==> config.mk <==
export PLATFORM = sky130hd
export DESIGN_NAME = websocket_frame_deframer
export DESIGN_NICKNAME = d
export VERILOG_FILES = /design/src/sv/wsd_pkg.sv /design/src/sv/wsd_parser.sv /design/src/sv/websocket_frame_deframer.sv
export SDC_FILE = /design/constraint.sdc
export NUM_CORES = 1
export LEC_CHECK = 0
export ABC_CLOCK_PERIOD_IN_PS = 5400
export BUFFER_PORTS_ARGS = -buffer_cell sky130_fd_sc_hd__buf_2
export CAP_MARGIN = 20
export CORE_MARGIN = 4
export CORE_UTILIZATION = 54
export CTS_CLUSTER_DIAMETER = 30
export DETAILED_ROUTE_END_ITERATION = 8
export PLACE_DENSITY = 0.76
export SLEW_MARGIN = 10
export SYNTH_ARGS = -nofsm -noshare
export SYNTH_HDL_FRONTEND = slang
export SYNTH_SLANG_ARGS = --single-unit
==> constraint.sdc <==
create_clock -name clk -period 5.4 [get_ports clk]
set_clock_uncertainty 0.15 [all_clocks]
set_input_delay 0.54 -clock clk [delete_from_list [all_inputs] [get_ports clk]]
set_output_delay 0.54 -clock clk [all_outputs]
set_load 0.03 [all_outputs]
==> src/sv/wsd_pkg.sv <==
// shared types and constants for the websocket frame deframer
// no dependencies; used by wsd_parser, websocket_frame_deframer and tb_top
package wsd_pkg;

  // width of the decoded length; longer frames are rejected
  localparam int LEN_BITS = 32;

  localparam int BYTE_W  = 8;
  localparam int KIND_W  = 2;
  localparam int FLEN_W  = 32;
  localparam int ODATA_W = BYTE_W + FLEN_W;

  // parser phases
  localparam logic [2:0] PH_B0   = 3'd0;
  localparam logic [2:0] PH_B1   = 3'd1;
  localparam logic [2:0] PH_EXT  = 3'd2;
  localparam logic [2:0] PH_KEY  = 3'd3;
  localparam logic [2:0] PH_DATA = 3'd4;

  // result kinds
  localparam logic [KIND_W-1:0] K_DATA  = 2'd0;
  localparam logic [KIND_W-1:0] K_EMPTY = 2'd1;
  localparam logic [KIND_W-1:0] K_CLOSE = 2'd2;
  localparam logic [KIND_W-1:0] K_ERROR = 2'd3;

  // header field values
  localparam logic [3:0] OP_TEXT   = 4'h1;
  localparam logic [3:0] OP_BINARY = 4'h2;
  localparam logic [3:0] OP_CLOSE  = 4'h8;
  localparam logic [6:0] LEN_CODE16 = 7'd126;
  localparam logic [6:0] LEN_CODE64 = 7'd127;
  localparam logic [3:0] EXT16_BYTES = 4'd2;
  localparam logic [3:0] EXT64_BYTES = 4'd8;
  localparam logic [3:0] KEY_BYTES   = 4'd4;

  typedef struct packed {
    logic                  valid;
    logic [KIND_W-1:0]     kind;
    logic [BYTE_W-1:0]     payload_byte;
    logic                  last;
    logic [FLEN_W-1:0]     frame_length;
  } wsd_result_t;

endpackage

==> src/sv/wsd_parser.sv <==
// frame header parser, mask key store and payload unmasking
// depends on wsd_pkg; one byte is consumed per cycle that step_en is high
module wsd_parser (
  input  logic                        clk,
  input  logic                        rst_n,
  input  logic                        step_en,
  input  logic [wsd_pkg::BYTE_W-1:0]  data_byte,
  input  logic                        restart,
  output wsd_pkg::wsd_result_t        res
);

  logic [2:0]                   phase_r, phase_nxt;
  logic [3:0]                   hdr_cnt_r, hdr_cnt_nxt;
  logic [wsd_pkg::LEN_BITS-1:0] len_acc_r, len_acc_nxt;
  logic [31:0]                  mask_key_r, mask_key_nxt;
  logic [wsd_pkg::LEN_BITS-1:0] remain_r, remain_nxt;
  logic [1:0]                   key_idx_r, key_idx_nxt;
  logic                         halted_r, halted_nxt;

  logic [7:0]  key_byte;
  logic [3:0]  hdr_inc;
  logic [63:0] len_wide;

  assign len_wide = 64'(len_acc_r);
  assign hdr_inc  = hdr_cnt_r + 4'd1;

  always_comb begin
    case (key_idx_r)
      2'd0:    key_byte = mask_key_r[31:24];
      2'd1:    key_byte = mask_key_r[23:16];
      2'd2:    key_byte = mask_key_r[15:8];
      default: key_byte = mask_key_r[7:0];
    endcase
  end

  always_comb begin
    phase_nxt    = phase_r;
    hdr_cnt_nxt  = hdr_cnt_r;
    len_acc_nxt  = len_acc_r;
    mask_key_nxt = mask_key_r;
    remain_nxt   = remain_r;
    key_idx_nxt  = key_idx_r;
    halted_nxt   = halted_r;
    res          = '0;

    if (restart) begin
      phase_nxt    = wsd_pkg::PH_B0;
      hdr_cnt_nxt  = '0;
      len_acc_nxt  = '0;
      mask_key_nxt = '0;
      remain_nxt   = '0;
      key_idx_nxt  = '0;
      halted_nxt   = 1'b0;
    end else if (!halted_r) begin
      case (phase_r)
        wsd_pkg::PH_B0: begin
          if (!data_byte[7]) begin
            halted_nxt = 1'b1;
            res.valid  = 1'b1;
            res.kind   = wsd_pkg::K_ERROR;
          end else if (data_byte[3:0] == wsd_pkg::OP_CLOSE) begin
            halted_nxt = 1'b1;
            res.valid  = 1'b1;
            res.kind   = wsd_pkg::K_CLOSE;
          end else if (data_byte[3:0] != wsd_pkg::OP_TEXT &&
                       data_byte[3:0] != wsd_pkg::OP_BINARY) begin
            halted_nxt = 1'b1;
            res.valid  = 1'b1;
            res.kind   = wsd_pkg::K_ERROR;
          end else begin
            phase_nxt = wsd_pkg::PH_B1;
          end
        end
        wsd_pkg::PH_B1: begin
          if (!data_byte[7]) begin
            halted_nxt = 1'b1;
            res.valid  = 1'b1;
            res.kind   = wsd_pkg::K_ERROR;
          end else if (data_byte[6:0] == wsd_pkg::LEN_CODE16) begin
            len_acc_nxt = '0;
            hdr_cnt_nxt = wsd_pkg::EXT16_BYTES;
            phase_nxt   = wsd_pkg::PH_EXT;
          end else if (data_byte[6:0] == wsd_pkg::LEN_CODE64) begin
            len_acc_nxt = '0;
            hdr_cnt_nxt = wsd_pkg::EXT64_BYTES;
            phase_nxt   = wsd_pkg::PH_EXT;
          end else begin
            len_acc_nxt = wsd_pkg::LEN_BITS'(data_byte[6:0]);
            hdr_cnt_nxt = '0;
            phase_nxt   = wsd_pkg::PH_KEY;
          end
        end
        wsd_pkg::PH_EXT: begin
          // top byte must be clear before another byte shifts in
          if (len_acc_r[wsd_pkg::LEN_BITS-1 -: 8] != 8'd0) begin
            halted_nxt = 1'b1;
            res.valid  = 1'b1;
            res.kind   = wsd_pkg::K_ERROR;
          end else begin
            len_acc_nxt = {len_acc_r[wsd_pkg::LEN_BITS-9:0], data_byte};
            hdr_cnt_nxt = hdr_cnt_r - 4'd1;
            if (hdr_cnt_r == 4'd1) begin
              phase_nxt = wsd_pkg::PH_KEY;
            end
          end
        end
        wsd_pkg::PH_KEY: begin
          mask_key_nxt = {mask_key_r[23:0], data_byte};
          hdr_cnt_nxt  = hdr_inc;
          if (hdr_inc >= wsd_pkg::KEY_BYTES) begin
            hdr_cnt_nxt = '0;
            key_idx_nxt = '0;
            if (len_acc_r == '0) begin
              phase_nxt = wsd_pkg::PH_B0;
              res.valid = 1'b1;
              res.kind  = wsd_pkg::K_EMPTY;
            end else begin
              remain_nxt = len_acc_r;
              phase_nxt  = wsd_pkg::PH_DATA;
            end
          end
        end
        wsd_pkg::PH_DATA: begin
          key_idx_nxt        = key_idx_r + 2'd1;
          remain_nxt         = remain_r - wsd_pkg::LEN_BITS'(1);
          res.valid          = 1'b1;
          res.kind           = wsd_pkg::K_DATA;
          res.payload_byte   = data_byte ^ key_byte;
          res.frame_length   = len_wide[wsd_pkg::FLEN_W-1:0];
          if (remain_r == wsd_pkg::LEN_BITS'(1)) begin
            res.last  = 1'b1;
            phase_nxt = wsd_pkg::PH_B0;
          end
        end
        default: begin
          phase_nxt = wsd_pkg::PH_B0;
        end
      endcase
    end
  end

  always_ff @(posedge clk) begin
    if (!rst_n) begin
      phase_r    <= wsd_pkg::PH_B0;
      hdr_cnt_r  <= '0;
      len_acc_r  <= '0;
      mask_key_r <= '0;
      remain_r   <= '0;
      key_idx_r  <= '0;
      halted_r   <= 1'b0;
    end else if (step_en) begin
      phase_r    <= phase_nxt;
      hdr_cnt_r  <= hdr_cnt_nxt;
      len_acc_r  <= len_acc_nxt;
      mask_key_r <= mask_key_nxt;
      remain_r   <= remain_nxt;
      key_idx_r  <= key_idx_nxt;
      halted_r   <= halted_nxt;
    end
  end

endmodule

==> src/sv/websocket_frame_deframer.sv <==
// top level of the websocket frame deframer: input register, parser, result register
// depends on wsd_pkg and wsd_parser
//
// usage
//   in channel: one received stream byte per word. in_tdata is the byte,
//   in_tuser[0] is restart, which returns the parser to frame start, clears
//   a halt and drops the byte.
//   out channel: at most one word per input byte. out_tuser gives the kind
//   (payload byte, empty frame done, close seen, protocol error), out_tdata
//   the unmasked payload byte and the decoded frame length, out_tlast marks
//   the final payload byte of a frame.
//   throughput: one byte per cycle unless out_tready stalls a result; each
//   byte is one short step of the header/payload state machine in wsd_parser.
//   path: an accepted byte sits in the input register, is parsed
//   combinationally and its word lands in the result register, which drives
//   the output.
//   reset: rst_n low clears the parser to frame start and empties both
//   registers; the block then takes a byte in the next cycle.
//   stall: while out_tready is low a pending result holds; one more byte can
//   sit in the input register, after which in_tready drops.
//   after a close frame or an error the block reports once and ignores
//   bytes until a restart word arrives.
module websocket_frame_deframer (
  input  logic                         clk,
  input  logic                         rst_n,
  // input stream
  input  logic                         in_tvalid,
  output logic                         in_tready,
  input  logic [wsd_pkg::BYTE_W-1:0]   in_tdata,   // [7:0] data_byte
  input  logic [0:0]                   in_tuser,   // [0] restart
  // result stream
  output logic                         out_tvalid,
  input  logic                         out_tready,
  output logic [wsd_pkg::ODATA_W-1:0]  out_tdata,  // [7:0] payload_byte, [39:8] frame_length
  output logic [wsd_pkg::KIND_W-1:0]   out_tuser,  // [1:0] kind
  output logic                         out_tlast   // last payload byte of the frame
);

  // input register
  logic                        s_valid_r;
  logic [wsd_pkg::BYTE_W-1:0]  s_byte_r;
  logic                        s_restart_r;

  // result register
  logic                        o_valid_r;
  logic [wsd_pkg::ODATA_W-1:0] o_data_r;
  logic [wsd_pkg::KIND_W-1:0]  o_kind_r;
  logic                        o_last_r;

  wsd_pkg::wsd_result_t res;
  logic advance;
  logic in_fire;

  // the held byte moves on once the result slot is free or being drained
  assign advance   = s_valid_r && (!o_valid_r || out_tready);
  assign in_tready = !s_valid_r || advance;
  assign in_fire   = in_tvalid && in_tready;

  wsd_parser u_parser (
    .clk       (clk),
    .rst_n     (rst_n),
    .step_en   (advance),
    .data_byte (s_byte_r),
    .restart   (s_restart_r),
    .res       (res)
  );

  always_ff @(posedge clk) begin
    if (!rst_n) begin
      s_valid_r <= 1'b0;
    end else if (in_tready) begin
      s_valid_r <= in_tvalid;
    end
  end

  always_ff @(posedge clk) begin
    if (in_fire) begin
      s_byte_r    <= in_tdata;
      s_restart_r <= in_tuser[0];
    end
  end

  always_ff @(posedge clk) begin
    if (!rst_n) begin
      o_valid_r <= 1'b0;
    end else if (advance) begin
      o_valid_r <= res.valid;
    end else if (out_tready) begin
      o_valid_r <= 1'b0;
    end
  end

  always_ff @(posedge clk) begin
    if (advance && res.valid) begin
      o_data_r <= {res.frame_length, res.payload_byte};
      o_kind_r <= res.kind;
      o_last_r <= res.last;
    end
  end

  assign out_tvalid = o_valid_r;
  assign out_tdata  = o_data_r;
  assign out_tuser  = o_kind_r;
  assign out_tlast  = o_last_r;

endmodule

# After elaboration in Yosys (flattened, before gate mapping)
# Index checks and enable logic that the tools add are counted.
[word_totals]
reg_bits = 160
latchBits = 0
mem_bits_rw = 0
rom_bits = 0
in_bits = 13
memories = 0
[classes]
n_addsub = 4
multipliers = 0
div = 0
n_lt_le_gt_ge = 1
n_eq_ne = 23
shifts = 0
n_mux = 64
n_bitwise = 2
n_reduce_logical = 25
[ops]
columns = ["op", "n"]
rows = [
  ["2-to-1 mux 32 bit", 12],
  ["one-hot mux 32 bit (2 select lines)", 2],
  ["2-to-1 mux 44 bit", 2],
  ["2-to-1 mux 3 bit", 19],
  ["2-to-1 mux 41 bit", 1],
  ["== test 32 x 1 -> 1 bit, second input constant", 1],
  ["logical NOT 32 bit", 1],
  ["subtractor 32 x 1 -> 32 bit, second input constant", 1],
  ["one-hot mux 3 bit (5 select lines)", 2],
  ["2-to-1 mux 4 bit", 7],
  ["one-hot mux 8 bit (3 select lines)", 1],
  ["inequality test 3 bit, second input constant", 6],
  ["AND reduction 5 bit", 3],
  ["== test 7 bit, second input constant", 2],
  ["one-hot mux 4 bit (3 select lines)", 1],
  ["2-to-1 mux 1 bit", 11],
  ["AND reduction 10 bit", 1],
  ["inequality test 3 x 2 -> 1 bit, second input constant", 3],
  ["nonzero test 8 bit", 1],
  ["XOR 8 bit", 1],
  ["2-to-1 mux 7 bit", 1],
  ["== test 3 x 2 -> 1 bit, second input constant", 2],
  ["2-to-1 mux 2 bit", 3],
  ["nonzero test 3 bit", 2],
  ["other kinds (27)", 33],
]

# Depth between registers and ports, before layout
[logic_depth]
ltp_word = 9
depth_mapped = 9
ltp_nobuf = 7

# By module
# Synthesis repeated with hierarchy kept, for this count alone.
[hier_totals]
cells_unflattened = 802
hier_area_um2 = 7664.9
[by_module_without_submodules]
columns = ["mod", "instances", "cells_per_inst", "area_each_um2", "seq_area_each_um2"]
rows = [
  ["wsd_parser", 1, 737, 5990.7, 2122.0],
  ["websocket_frame_deframer", 1, 65, 1674.1, 1601.5],
]

# Worst setup path before layout
# OpenSTA, ideal clock, no wires.
[synth_path]
path_kind = "register to register"
from = "register u_parser.len_acc_r[28] (netlist bit)"
to = "register o_data_r (netlist bit out_tdata[0]), enable pin"
setup_ns = 0.497
t_arrival_ns = 4.573
required_time_ns = 4.753
path_slack_ns = 0.180
path_stages_with_launch = 6
n_path_buf = 0
synth_period_minus_slack_ns = 5.220
path_cell_list = "dfxtp_1 or4_1 nor4_2 nand4_1 and3_1 nor3_1"
[synth_via]
elab_chain_len = 7
[synth_rtl]
columns = ["element", "line_no", "source"]
rows = [
  ["from (decl)", "wsd_parser.sv:14", "logic [wsd_pkg::LEN_BITS-1:0] len_acc_r, len_acc_nxt;"],
  ["from (signal assigned)", "wsd_parser.sv:154", "len_acc_r <= len_acc_nxt;"],
  ["logical NOT 32 bit", "wsd_parser.sv:113", "if (len_acc_r == '0) begin"],
  ["2-to-1 mux 3 bit", "wsd_parser.sv:113", ""],
  ["2-to-1 mux 3 bit", "wsd_parser.sv:110", "if (hdr_inc >= wsd_pkg::KEY_BYTES) begin"],
  ["one-hot mux 3 bit (5 select lines) (*)", "wsd_parser.sv:55", "case (phase_r)"],
  ["2-to-1 mux 44 bit (*)", "wsd_parser.sv:54", "end else if (!halted_r) begin"],
  ["2-to-1 mux 44 bit (*)", "wsd_parser.sv:46", "if (restart) begin"],
  ["logical AND 1 bit (*)", "websocket_frame_deframer.sv:94", "if (advance && res.valid) begin"],
  ["to (signal assigned)", "websocket_frame_deframer.sv:95", "o_data_r <= {res.frame_length, res.payload_byte};"],
  ["to (decl)", "websocket_frame_deframer.sv:46", "logic [wsd_pkg::ODATA_W-1:0] o_data_r;"],
]
# Every way passes the cells marked *; elsewhere a longest branch is shown, timed or not.
# A chain may end at the register's enable or synchronous reset.

# Worst setup path in the final report
[layout_path]
from = "register u_parser.len_acc_r[24] (netlist bit)"
to = "register u_parser.remain_r[0] (netlist bit)"
[layout_via]
elab_chain_len = 3
[layout_rtl]
columns = ["element", "line_no", "source"]
rows = [
  ["logical NOT 32 bit", "wsd_parser.sv:113", ""],
  ["inequality test 3 bit (no line)", "-", ""],
  ["AND reduction 5 bit (no line)", "-", ""],
  ["to (signal assigned)", "wsd_parser.sv:156", "remain_r <= remain_nxt;"],
  ["to (decl)", "wsd_parser.sv:16", "logic [wsd_pkg::LEN_BITS-1:0] remain_r, remain_nxt;"],
]
# No other way between the ends.

==> metrics.yaml <==
status: "finished clean"
startpoint_type: "flip-flop"
p_seq_frac: 0.471
drt-initial-drc-count: 971
die_x_microns: 128
power.switching_mw: 0.670
cts_setup_buffers: 0
intPower_mw: 2.04
regToRegSetupSlack_ps: 1950
synth_warnings: 0
p_comb_frac: 0.061
syn-cell-area_sq_um: 7770
dieArea_sq_um: 16400
cts_max_level: 4
synth_cell_types: 64
port-buffer-count: 57
clkTransAtPathRegs_ps: 70
ys_seq_elements: 160
drc: 0
final_common_cell: "dfxtp_1"
start_util: 0.556
worstMarginPinSlew_ps: 1060
min_to: "s_byte_r[2]"
grt_pass1_wl_mm: 33.8
cp_num_buf_inv: 0
area_growth_syn_to_layout_pct: 13.0
min_path_type: "in2reg"
antenna_cells: 0
arrival_ps: 3590
slowest_delay_ps: 880
multi_input_area_sq_um: 3700
leakage_nw: 3.22
synth_top_flop_cell: "dfxtp_1"
clk_latency_ps: 440
place_congestion: 0.921
path_class: "reg2reg"
cts_resized: 0
dp_hpwl_mm: 13.8
cts_sinks: 160
finalMaxSlewViolations: 0
cts_tree: "done"
clockBufferDepth: 2
overflow: 0
synth_edf_count: 52
crit_path_cell_trace: "or4_1 -> nor4_2 -> nand3_1 -> nand2_1 -> o311ai_0"
asyncSetResetFlopFracSynth: 0
avgViaCountPerCell: 6.62
rsz0062_at_grt: "false"
crit_path_max_fanout: 26
drt_wl_total_mm: 21.1
cts-root-buf: "clkbuf_16"
hold_ws_ps: 129
vias: 6956
cap_violations: 0
fin_crit_ps: 3450
crit_family: "simple AND/OR/NAND/NOR gates"
cp.required_ps: 5540
setup_tns_ps: 0
mostFrequentLayoutCells: "dfxtp_1 (108), nor2_1 (87), buf_2 (57), nand2_1 (53), edfxtp_1 (52)"
die_h_microns: 128
ir_drop_mv: 0.214
drt-wirelength-per-cell_microns: 20.1
preCtsSetupSlack_ps: 2030
first_global_vias: 6566
syn_inst: 837
fin_crit_sh: 0.640
fin_cells: 1051
ant_nets: 0
slew_headroom: 0.289
p_sw_frac: 0.247
drive_gt1_frac: 0.146
io_pins: 58
drtPass1Iterations: 6
antenna_found_initial: 0
setup_viol_count_final: 0
r2r-end: "u_parser.remain_r[0]"
critPathSlowestCell: "nand3_1"
hold_buffers: 0
worst_slack_ps: 1950
core_area_sq_um: 14000
ys_seq_area_frac: 0.479
avgSynthCellArea_sq_um: 9.29
hp-start: "in_tdata[2]"
final_nets: 880
end_kind: "flip-flop"
grt_usage: 0.259
p_per_area_nw_per_um2: 308
r2r-start: "u_parser.len_acc_r[24]"
grt_max_degree: 57
regArea_sq_um: 3720
placed_cells: 1018
hold_depth: 1
n_fill_cell: 1119
row_count: 43
power.share.clock: 0.468
fmax_mhz: 290
cts_buffers: 17
reg2regPathDepth: 5
synth_nets: 859
final-hold-violation-count: 0
kinds of logic (layout without fill, tap and decap cells):
| family | count (synthesis) | count (layout) | share of synthesized area |
|---|---|---|---|
| flops | 160 | 160 | 0.479 |
| xor+xnor | 12 | 12 | 0.0135 |
| compound gates | 204 | 204 | 0.197 |
| mux | 16 | 16 | 0.0206 |
| buf+inv | 97 | 131 | 0.0483 |
| fa+ha+maj | 9 | 9 | 0.0145 |
| simple gates | 339 | 339 | 0.227 |
sequential cells by signal (all words and copies together), names as in the netlist, 2 cells and up:
name	count
out_tdata	40
u_parser.len_acc_r	32
u_parser.mask_key_r	32
u_parser.remain_r	32
s_byte_r	8
u_parser.hdr_cnt_r	4
u_parser.phase_r	3
out_tuser	2
u_parser.key_idx_r	2
layer usage:
layer | track usage | part of all wire | vias up
li1 | - | - | 3201
met1 | 0.324 | 0.41 | 3350
met2 | 0.424 | 0.48 | 338
met3 | 0.0533 | 0.063 | 67
met4 | 0.134 | 0.042 | 0
met5 | 0 | 0 | -
synthesized netlist by cell type (10+ instances only):
library cell  instances  area [sq um]
dfxtp_1             108          2160
a22oi_1              33           248
nand2_1              53           199
o311ai_0             12           105
nand3_1              42           210
nor2_1               87           327
edfxtp_1             52          1560
o211ai_1             39           293
clkbuf_1             59           221
o21ai_0              28           140
mux2i_1              16           160
or4_1                12          90.1
and2_1               21           131
nor4_1               14          87.6
and3_1               36           225
a21oi_1              24           120
inv_1                27           101
xnor2_1              10          87.6
nand4_1              10          62.6
nor3_1               23           115
through the flow:
step	power, mW	area, sq um	util
global route	2.79	8780	0.628
floorplan	1.41	7770	-
CTS	2.71	8770	0.627
detailed placement	1.46	8140	0.582
global placement	1.46	8130	0.581
finish	2.71	8780	0.628
area by class of cell:
| type | instances | area share |
|---|---|---|
| sequential | 160 | 0.424 |
| multi-input combinational | 580 | 0.421 |
| clock buffer | 20 | 0.0570 |
| timing repair buffer | 71 | 0.0453 |
| tap | 180 | 0.0256 |
| clock inverter | 12 | 0.0148 |
| inverter | 28 | 0.0120 |
worst max-delay path by stage:
| stage | from | endpoint | slack (ps) | cells after the start |
|---|---|---|---|---|
| 2_1_floorplan | u_parser.len_acc_r[28] | out_tdata[0] | 180 | 5 |
| 3_3_place_gp | u_parser.phase_r[1] | u_parser.len_acc_r[1] | 1970 | 5 |
| 3_5_place_dp | u_parser.len_acc_r[28] | u_parser.remain_r[0] | 2030 | 5 |
| 4_1_cts | u_parser.len_acc_r[24] | u_parser.remain_r[0] | 2020 | 5 |
| 5_1_grt | u_parser.len_acc_r[24] | u_parser.remain_r[0] | 1800 | 5 |
| 6_report | u_parser.len_acc_r[24] | u_parser.remain_r[0] | 1950 | 5 |
power groups by stage:
| stage | Sequential [mW] | Combinational [mW] | Clock (mW) |
|---|---|---|---|
| after floorplan | 1.31 | 0.106 | 0 |
| after global placement | 1.30 | 0.157 | 0 |
| after detailed placement | 1.30 | 0.160 | 0 |
| after CTS | 1.27 | 0.161 | 1.28 |
| after global routing | 1.28 | 0.177 | 1.33 |
| final | 1.27 | 0.164 | 1.27 |
(Power assumes the default switching activity.)
